File: src/hw/rtl/agpe_pkg.sv
// ----------------------------------------------------------------------------
// agpe_pkg
// Shared constants, codes, types and helpers of the graph path engine.
// ----------------------------------------------------------------------------
package agpe_pkg;

  localparam int MAX_NODES  = 64;
  localparam int NODE_W     = $clog2(MAX_NODES);
  localparam int CNT_W      = $clog2(MAX_NODES + 1);
  localparam int MAX_DEGREE = 8;
  localparam int SLOT_W     = (MAX_DEGREE > 1) ? $clog2(MAX_DEGREE) : 1;
  localparam int DEG_W      = $clog2(MAX_DEGREE + 1);
  localparam int COORD_BITS = 16;
  localparam int FRAC_BITS  = 8;
  localparam int DIFF_W     = COORD_BITS + 1;
  localparam int SUM_W      = 2 * COORD_BITS + 1;
  localparam int ROOT_W     = (SUM_W + 2 * FRAC_BITS + 1) / 2;
  localparam int RAD_W      = 2 * ROOT_W;
  localparam int COST_W     = 32;

  // operation codes
  localparam logic [2:0] OP_ADD     = 3'd0;
  localparam logic [2:0] OP_CONNECT = 3'd1;
  localparam logic [2:0] OP_PATH    = 3'd2;
  localparam logic [2:0] OP_NEAR    = 3'd3;
  localparam logic [2:0] OP_CLEAR   = 3'd4;

  // status codes
  localparam logic [2:0] ST_OK     = 3'd0;
  localparam logic [2:0] ST_NOPATH = 3'd1;
  localparam logic [2:0] ST_EMPTY  = 3'd2;
  localparam logic [2:0] ST_FULL   = 3'd3;
  localparam logic [2:0] ST_BADIDX = 3'd4;

  typedef enum logic [5:0] {
    DP_NOP, DP_LOAD, DP_ADD, DP_CLEAR, DP_RD_NODE, DP_EMIT, DP_EMIT_PATH,
    DP_C_INIT, DP_C_DEG, DP_C_DEGL, DP_C_SCAN, DP_C_NEED, DP_K_INC, DP_C_SIDE,
    DP_RD_A, DP_RD_B, DP_LAT_P1, DP_LAT_P2, DP_SQ_GO, DP_C_WA, DP_C_WB,
    DP_N_INIT, DP_RD_I, DP_N_CMP, DP_P_INIT, DP_P_START, DP_I0, DP_I_INC,
    DP_RD_NS_I, DP_S_CMP, DP_RD_DEGC, DP_CLOSE, DP_RD_ADJ, DP_E_ADJ, DP_RD_NB,
    DP_E_LAT, DP_E_UPD, DP_T_INIT, DP_T_RD, DP_T_PUSH, DP_RD_STK, DP_RD_STKPOS
  } dp_op_t;

  typedef struct packed {
    dp_op_t     op;
    logic [2:0] code;
    logic       node;
    logic       last;
  } dp_cmd_t;

  typedef struct packed {
    logic [2:0] op;
    logic       full_tab;
    logic       empty;
    logic       ab_ok;
    logic       k_end;
    logic       adj_hit;
    logic       side;
    logic       a_eq_b;
    logic       need_a;
    logic       need_b;
    logic       deg_full;
    logic       sq_done;
    logic       i_end;
    logic       found;
    logic       open_i;
    logic       cur_is_b;
    logic       nb_skip;
    logic       p_stop;
    logic       from_bad;
    logic       len_one;
    logic       out_free;
  } dp_stat_t;

  typedef struct packed {
    logic signed [COORD_BITS-1:0] x;
    logic signed [COORD_BITS-1:0] y;
    logic                         d;
  } pos_t;

  typedef struct packed {
    logic [NODE_W-1:0] idx;
    logic [ROOT_W-1:0] len;
  } adj_t;

  typedef struct packed {
    logic [COST_W-1:0] cost;
    logic [COST_W-1:0] tot;
    logic [NODE_W-1:0] from;
    logic [CNT_W-1:0]  order;
  } nstate_t;

  function automatic logic [COST_W-1:0] sat_add(input logic [COST_W-1:0] p,
                                                input logic [COST_W-1:0] q);
    logic [COST_W:0] s;
    s = {1'b0, p} + {1'b0, q};
    return s[COST_W] ? {COST_W{1'b1}} : s[COST_W-1:0];
  endfunction

endpackage

File: src/hw/rtl/agpe_ctrl.sv
// ----------------------------------------------------------------------------
// agpe_ctrl
// Sequencer for add, connect, nearest, search, path trace and clear.
// ----------------------------------------------------------------------------
module agpe_ctrl import agpe_pkg::*; (
  input  logic     clk,
  input  logic     rst,
  input  logic     in_valid,
  output logic     in_stall,
  input  dp_stat_t stat,
  output dp_cmd_t  cmd
);

  localparam logic [5:0] S_IDLE     = 6'd0;
  localparam logic [5:0] S_DEC      = 6'd1;
  localparam logic [5:0] S_EMIT_ST  = 6'd2;
  localparam logic [5:0] S_RDNODE   = 6'd3;
  localparam logic [5:0] S_EMITNODE = 6'd4;
  localparam logic [5:0] S_C_DEG    = 6'd5;
  localparam logic [5:0] S_C_DEGL   = 6'd6;
  localparam logic [5:0] S_C_SCAN   = 6'd7;
  localparam logic [5:0] S_C_CHK    = 6'd8;
  localparam logic [5:0] S_C_SIDE   = 6'd9;
  localparam logic [5:0] S_C_FULL   = 6'd10;
  localparam logic [5:0] S_C_LA     = 6'd11;
  localparam logic [5:0] S_C_RDB    = 6'd12;
  localparam logic [5:0] S_C_LB     = 6'd13;
  localparam logic [5:0] S_C_GO     = 6'd14;
  localparam logic [5:0] S_C_WAIT   = 6'd15;
  localparam logic [5:0] S_C_WA     = 6'd16;
  localparam logic [5:0] S_C_WB     = 6'd17;
  localparam logic [5:0] S_N_RD     = 6'd18;
  localparam logic [5:0] S_N_LAT    = 6'd19;
  localparam logic [5:0] S_N_GO     = 6'd20;
  localparam logic [5:0] S_N_WAIT   = 6'd21;
  localparam logic [5:0] S_N_CMP    = 6'd22;
  localparam logic [5:0] S_P_RDB    = 6'd23;
  localparam logic [5:0] S_P_LB     = 6'd24;
  localparam logic [5:0] S_P_RDA    = 6'd25;
  localparam logic [5:0] S_P_LA     = 6'd26;
  localparam logic [5:0] S_P_GO     = 6'd27;
  localparam logic [5:0] S_P_WAIT   = 6'd28;
  localparam logic [5:0] S_P_START  = 6'd29;
  localparam logic [5:0] S_SEL0     = 6'd30;
  localparam logic [5:0] S_SEL      = 6'd31;
  localparam logic [5:0] S_SEL_CMP  = 6'd32;
  localparam logic [5:0] S_X_DEG    = 6'd33;
  localparam logic [5:0] S_X_DEGL   = 6'd34;
  localparam logic [5:0] S_X_K      = 6'd35;
  localparam logic [5:0] S_X_ADJ    = 6'd36;
  localparam logic [5:0] S_X_CHK    = 6'd37;
  localparam logic [5:0] S_X_LAT    = 6'd38;
  localparam logic [5:0] S_X_GO     = 6'd39;
  localparam logic [5:0] S_X_WAIT   = 6'd40;
  localparam logic [5:0] S_X_UPD    = 6'd41;
  localparam logic [5:0] S_T_INIT   = 6'd42;
  localparam logic [5:0] S_T_LOOP   = 6'd43;
  localparam logic [5:0] S_T_STEP   = 6'd44;
  localparam logic [5:0] S_T_ES     = 6'd45;
  localparam logic [5:0] S_T_EP     = 6'd46;
  localparam logic [5:0] S_T_EM     = 6'd47;

  logic [5:0] state, state_next;
  logic [2:0] code, code_next;

  assign in_stall = (state != S_IDLE);

  always_ff @(posedge clk) begin
    if (rst) begin
      state <= S_IDLE;
      code  <= ST_OK;
    end else begin
      state <= state_next;
      code  <= code_next;
    end
  end

  always_comb begin
    state_next = state;
    code_next  = code;
    cmd        = '{op: DP_NOP, code: ST_OK, node: 1'b0, last: 1'b1};
    unique case (state)
      S_IDLE: begin
        if (in_valid) begin
          cmd.op     = DP_LOAD;
          state_next = S_DEC;
        end
      end
      S_DEC: begin
        unique case (stat.op)
          OP_ADD: begin
            if (stat.full_tab) begin
              code_next  = ST_FULL;
              state_next = S_EMIT_ST;
            end else begin
              cmd.op     = DP_ADD;
              state_next = S_RDNODE;
            end
          end
          OP_CONNECT: begin
            if (!stat.ab_ok) begin
              code_next  = ST_BADIDX;
              state_next = S_EMIT_ST;
            end else begin
              cmd.op     = DP_C_INIT;
              state_next = S_C_DEG;
            end
          end
          OP_PATH: begin
            if (stat.empty) begin
              code_next  = ST_EMPTY;
              state_next = S_EMIT_ST;
            end else if (!stat.ab_ok) begin
              code_next  = ST_BADIDX;
              state_next = S_EMIT_ST;
            end else begin
              cmd.op     = DP_P_INIT;
              state_next = S_P_RDB;
            end
          end
          OP_NEAR: begin
            if (stat.empty) begin
              code_next  = ST_EMPTY;
              state_next = S_EMIT_ST;
            end else begin
              cmd.op     = DP_N_INIT;
              state_next = S_N_RD;
            end
          end
          OP_CLEAR: begin
            cmd.op     = DP_CLEAR;
            code_next  = ST_OK;
            state_next = S_EMIT_ST;
          end
          default: state_next = S_IDLE;
        endcase
      end
      S_EMIT_ST: begin
        if (stat.out_free) begin
          cmd.op     = DP_EMIT;
          cmd.code   = code;
          state_next = S_IDLE;
        end
      end
      S_RDNODE: begin
        cmd.op     = DP_RD_NODE;
        state_next = S_EMITNODE;
      end
      S_EMITNODE: begin
        if (stat.out_free) begin
          cmd.op     = DP_EMIT;
          cmd.node   = 1'b1;
          state_next = S_IDLE;
        end
      end
      // connect: look for the edge on each side, then length and writes
      S_C_DEG: begin
        cmd.op     = DP_C_DEG;
        state_next = S_C_DEGL;
      end
      S_C_DEGL: begin
        cmd.op     = DP_C_DEGL;
        state_next = S_C_SCAN;
      end
      S_C_SCAN: begin
        if (stat.k_end) begin
          cmd.op     = DP_C_NEED;
          state_next = S_C_SIDE;
        end else begin
          cmd.op     = DP_C_SCAN;
          state_next = S_C_CHK;
        end
      end
      S_C_CHK: begin
        if (stat.adj_hit) begin
          state_next = S_C_SIDE;
        end else begin
          cmd.op     = DP_K_INC;
          state_next = S_C_SCAN;
        end
      end
      S_C_SIDE: begin
        if (stat.side || stat.a_eq_b) begin
          state_next = S_C_FULL;
        end else begin
          cmd.op     = DP_C_SIDE;
          state_next = S_C_DEG;
        end
      end
      S_C_FULL: begin
        if (stat.deg_full) begin
          code_next  = ST_FULL;
          state_next = S_EMIT_ST;
        end else begin
          cmd.op     = DP_RD_A;
          state_next = S_C_LA;
        end
      end
      S_C_LA: begin
        cmd.op     = DP_LAT_P1;
        state_next = S_C_RDB;
      end
      S_C_RDB: begin
        cmd.op     = DP_RD_B;
        state_next = S_C_LB;
      end
      S_C_LB: begin
        cmd.op     = DP_LAT_P2;
        state_next = S_C_GO;
      end
      S_C_GO: begin
        cmd.op     = DP_SQ_GO;
        state_next = S_C_WAIT;
      end
      S_C_WAIT: begin
        if (stat.sq_done) state_next = S_C_WA;
      end
      S_C_WA: begin
        if (stat.need_a) cmd.op = DP_C_WA;
        state_next = S_C_WB;
      end
      S_C_WB: begin
        if (stat.need_b) cmd.op = DP_C_WB;
        code_next  = ST_OK;
        state_next = S_EMIT_ST;
      end
      // nearest node: one distance per stored node
      S_N_RD: begin
        if (stat.i_end) begin
          cmd.op     = DP_RD_NODE;
          state_next = S_EMITNODE;
        end else begin
          cmd.op     = DP_RD_I;
          state_next = S_N_LAT;
        end
      end
      S_N_LAT: begin
        cmd.op     = DP_LAT_P1;
        state_next = S_N_GO;
      end
      S_N_GO: begin
        cmd.op     = DP_SQ_GO;
        state_next = S_N_WAIT;
      end
      S_N_WAIT: begin
        if (stat.sq_done) state_next = S_N_CMP;
      end
      S_N_CMP: begin
        cmd.op     = DP_N_CMP;
        state_next = S_N_RD;
      end
      // search: seed start node with heuristic
      S_P_RDB: begin
        cmd.op     = DP_RD_B;
        state_next = S_P_LB;
      end
      S_P_LB: begin
        cmd.op     = DP_LAT_P2;
        state_next = S_P_RDA;
      end
      S_P_RDA: begin
        cmd.op     = DP_RD_A;
        state_next = S_P_LA;
      end
      S_P_LA: begin
        cmd.op     = DP_LAT_P1;
        state_next = S_P_GO;
      end
      S_P_GO: begin
        cmd.op     = DP_SQ_GO;
        state_next = S_P_WAIT;
      end
      S_P_WAIT: begin
        if (stat.sq_done) state_next = S_P_START;
      end
      S_P_START: begin
        cmd.op     = DP_P_START;
        state_next = S_SEL0;
      end
      // pick the best open node by a linear sweep
      S_SEL0: begin
        cmd.op     = DP_I0;
        state_next = S_SEL;
      end
      S_SEL: begin
        if (stat.i_end) begin
          if (!stat.found) begin
            code_next  = ST_NOPATH;
            state_next = S_EMIT_ST;
          end else if (stat.cur_is_b) begin
            state_next = S_T_INIT;
          end else begin
            state_next = S_X_DEG;
          end
        end else if (!stat.open_i) begin
          cmd.op = DP_I_INC;
        end else begin
          cmd.op     = DP_RD_NS_I;
          state_next = S_SEL_CMP;
        end
      end
      S_SEL_CMP: begin
        cmd.op     = DP_S_CMP;
        state_next = S_SEL;
      end
      // expand the chosen node over its neighbours
      S_X_DEG: begin
        cmd.op     = DP_RD_DEGC;
        state_next = S_X_DEGL;
      end
      S_X_DEGL: begin
        cmd.op     = DP_C_DEGL;
        state_next = S_X_K;
      end
      S_X_K: begin
        if (stat.k_end) begin
          cmd.op     = DP_CLOSE;
          state_next = S_SEL0;
        end else begin
          cmd.op     = DP_RD_ADJ;
          state_next = S_X_ADJ;
        end
      end
      S_X_ADJ: begin
        cmd.op     = DP_E_ADJ;
        state_next = S_X_CHK;
      end
      S_X_CHK: begin
        if (stat.nb_skip) begin
          cmd.op     = DP_K_INC;
          state_next = S_X_K;
        end else begin
          cmd.op     = DP_RD_NB;
          state_next = S_X_LAT;
        end
      end
      S_X_LAT: begin
        cmd.op     = DP_E_LAT;
        state_next = S_X_GO;
      end
      S_X_GO: begin
        cmd.op     = DP_SQ_GO;
        state_next = S_X_WAIT;
      end
      S_X_WAIT: begin
        if (stat.sq_done) state_next = S_X_UPD;
      end
      S_X_UPD: begin
        cmd.op     = DP_E_UPD;
        state_next = S_X_K;
      end
      // walk back from the finish, then send the stack in reverse
      S_T_INIT: begin
        cmd.op     = DP_T_INIT;
        state_next = S_T_LOOP;
      end
      S_T_LOOP: begin
        if (stat.p_stop) begin
          state_next = S_T_ES;
        end else begin
          cmd.op     = DP_T_RD;
          state_next = S_T_STEP;
        end
      end
      S_T_STEP: begin
        if (stat.from_bad) begin
          state_next = S_T_ES;
        end else begin
          cmd.op     = DP_T_PUSH;
          state_next = S_T_LOOP;
        end
      end
      S_T_ES: begin
        cmd.op     = DP_RD_STK;
        state_next = S_T_EP;
      end
      S_T_EP: begin
        cmd.op     = DP_RD_STKPOS;
        state_next = S_T_EM;
      end
      S_T_EM: begin
        if (stat.out_free) begin
          cmd.op     = DP_EMIT_PATH;
          cmd.node   = 1'b1;
          cmd.last   = stat.len_one;
          state_next = stat.len_one ? S_IDLE : S_T_ES;
        end
      end
      default: state_next = S_IDLE;
    endcase
  end

endmodule

File: config.mk
export PLATFORM = sky130hd
export DESIGN_NAME = agpe_ctrl
export DESIGN_NICKNAME = d
export VERILOG_FILES = /design/src/hw/rtl/agpe_pkg.sv /design/src/hw/rtl/agpe_ctrl.sv
export SDC_FILE = /design/constraint.sdc
export NUM_CORES = 1
export LEC_CHECK = 0
export ABC_AREA = 1
export BUFFER_PORTS_ARGS = -buffer_cell sky130_fd_sc_hd__buf_2
export CAP_MARGIN = 20
export CORE_MARGIN = 3
export CORE_UTILIZATION = 25
export DETAILED_ROUTE_END_ITERATION = 8
export PLACE_DENSITY_LB_ADDON = 0.1
export SLEW_MARGIN = 20
export SYNTH_ARGS = -nofsm -noshare
export SYNTH_HDL_FRONTEND = slang
export SYNTH_SLANG_ARGS = --single-unit
File: constraint.sdc
create_clock -name clk -period 5 [get_ports clk]
set_clock_uncertainty 0.2 [all_clocks]
set_input_delay 0.75 -clock clk [delete_from_list [all_inputs] [get_ports clk]]
set_output_delay 0.75 -clock clk [all_outputs]
set_load 0.01 [all_outputs]
==> key figures <==
Status
  • Status: complete, no violations

CTS
  • Max Buffers Root-to-Sink: 2
  • CTS Buf Count: 3
  • Clock sink count: 9
  • Post-CTS resize count: 0
  • Clock Latency Late Sink: 230 ps
  • H-tree levels: 1
  • TritonCTS clock tree: built
  • Post-CTS Setup Bufs: 0
  • Root Driver: clkbuf_8
  • CTS Hold Buffers Added: 0
  • Worst-path clk slew: 50 ps

STA
  • Setup-failing EPs final: 0
  • Rel. slew slack: 0.288
  • Slew @ Worst Pin: 1060 ps
  • Crit share post-route: 0.677
  • Hold Vio Cnt, Final: 0
  • Fin crit period: 3380 ps
  • Fmax: 296 MHz
  • Setup TNS: 0 ps
  • Final Slew Violations: 0
  • Setup repair after global routing missed its margin: no

Yosys
  • Post-synth top area cell: nand2_1
  • Register area share after synthesis: 0.0928
  • Post-synthesis average cell area: 4.76 um2
  • Synth Flop Type: dfxtp_1
  • Synth async-reset ratio: 0
  • Mapped Cells: 408
  • Post-synth EDFFs: 0
  • #FFs+latches synth: 9
  • Netlist cell types: 24
  • Top cells by area, synth: nand2_1, nand3_1, nor2_1
  • Syn_nets: 434
  • List of most frequent post-synthesis cells: nand2_1, nor2_1, nand3_1
  • Yosys warnings: 0
  • Yosys top cell area share: 0.228
  • Synthesized cell area: 1940 um2
  • Count leader, synth: nand2_1

Worst hold path
  • Hold Path Class: reg -> reg
  • Min-Delay Endpoint: code[2]
  • Hold wc startpoint: code[2]
  • Hold Path Depth: 2

GRT
  • GRT Util Overall: 0.199
  • Vias in the first global route: 2,606
  • First-pass GRT wire length: 13,600 um
  • Largest net degree at the start of global routing: 21
  • GRT Residual Overflow: 0
  • Initial antenna violation count: 0

Worst setup path
  • Setup Crit Path Kind: reg -> out
  • Reg2reg start: state[4]
  • CP Max Fanout: 15
  • Critical Path RT: 4050 ps
  • FF-to-FF End: code[0]
  • Critical path startpoint category: register
  • Arrival @ worst endpoint: 2430 ps
  • Critical path endpoint category: output port
  • Worst reg-to-reg path cell count: 9
  • Reg-to-reg slack, setup: 2390 ps

Flow run
  • Max_cap viols: 0

Finish
  • Share of layout cells above drive strength 1: 0.135
  • N_diodes: 0
  • Final core occ: 0.306
  • # nets final: 471
  • Layout area overhead: 16.9%

Power
  • P per Cell Area: 141 nW/um2
  • Peak VDD IR: 0.157 mV
  • Static Leak: 1.48 nW
  • Overall power: 0.320 mW

Die
  • Initial Util: 0.262
  • Placeable Area: 7410 um2
  • Die height: 94.1 um
  • Die Width: 94.1 um
  • Io pins: 38
  • Rows: 31
  • Die area: 8860 um2

Placed design
  • I/O Buffers: 37
  • Dpl hpwl: 7250 um
  • Gpl congestion: 0.926

Detailed routing
  • Via count: 2,802
  • Wire per inst: 15.9 um
  • Initial DRC Count: 271
  • Vias per inst: 5.16
  • Routed wire length: 8650 um
  • Drt pass-1 iters: 6
  • Routed Antenna Nets: 0
  • DRC Markers: 0
## metrics by stage
stage	worst slack [ps]	area (um2)	hold WS, ps	cells
2_1_floorplan	2580	1940	229	408
3_3_place_gp	1710	2220	261	539
3_5_place_dp	1910	2220	260	539
4_1_cts	1660	2270	267	543
5_1_grt	1390	2270	307	543
6_report	1620	2270	268	543
## worst max-delay path by stage
stage | start | endpoint | slack (ps) | cells past startpoint
2_1_floorplan | stat[22] | cmd[7] | 2580 | 9
3_3_place_gp | state[5] | cmd[5] | 1710 | 9
3_5_place_dp | state[0] | cmd[5] | 1910 | 8
4_1_cts | state[1] | cmd[5] | 1660 | 8
5_1_grt | state[0] | cmd[6] | 1390 | 8
6_report | state[0] | cmd[5] | 1620 | 8
## cell type report
type	count	area (um2)
inverter	54	203
clock buffer	4	45.0
fill	901	5140
tap	99	124
multi-input combinational	339	1530
timing repair buffer	38	193
sequential	9	180
## sequential cells by signal, indices dropped and copies added, names as in the netlist
name   flops
code       3
state      6
## per-layer routing
metal / global-route usage / vias to the layer above / share of wire
li1: - / 1393 / -
met1: 0.277 / 1235 / 0.46
met2: 0.312 / 143 / 0.43
met3: 0.0160 / 31 / 0.072
met4: 0.0830 / 0 / 0.041
met5: 0 / - / 0
## kinds of logic after synthesis
kind of cell / count (synthesis) / synth area share
simple gates: 316 / 0.722
buf+inv: 60 / 0.123
compound gates: 23 / 0.0625
flops: 9 / 0.0928
## worst max-delay path, cell delays in order, from the launching register on
cell and delay, ps:
dfxtp_1 350, nor2_1 810, nand3_1 280, nor2_1 260
inv_1 100, nand3_1 80, nor3_1 70, nand3_1 110
buf_2 140
## cell usage in the layout (no fill, tap or decap)
| cell type | instances |
|---|---|
| nand2_1 | 118 |
| nor2_1 | 86 |
| nand3_1 | 66 |
| inv_1 | 52 |
| buf_2 | 37 |
| a21oi_1 | 14 |
| nor3_1 | 12 |
| nand4_1 | 11 |
| dfxtp_1 | 9 |
| nor2_2 | 7 |
| o21ai_0 | 6 |
| nand3b_1 | 4 |
| nor4_1 | 3 |
| or2_2 | 3 |
| clkbuf_8 | 3 |
| nor2_4 | 2 |
| nand2_2 | 2 |
| inv_2 | 2 |
| o22ai_1 | 2 |
| nand2_4 | 1 |
| o21ai_2 | 1 |
| nand4_4 | 1 |
| clkbuf_1 | 1 |
| buf_4 | 1 |
## where the power goes
part,switching (mW),internal [mW]
registers,0.00645,0.0794
logic,0.103,0.0476
clock network,0.0277,0.0555
No activity file was read; power rests on OpenSTA's default activity.
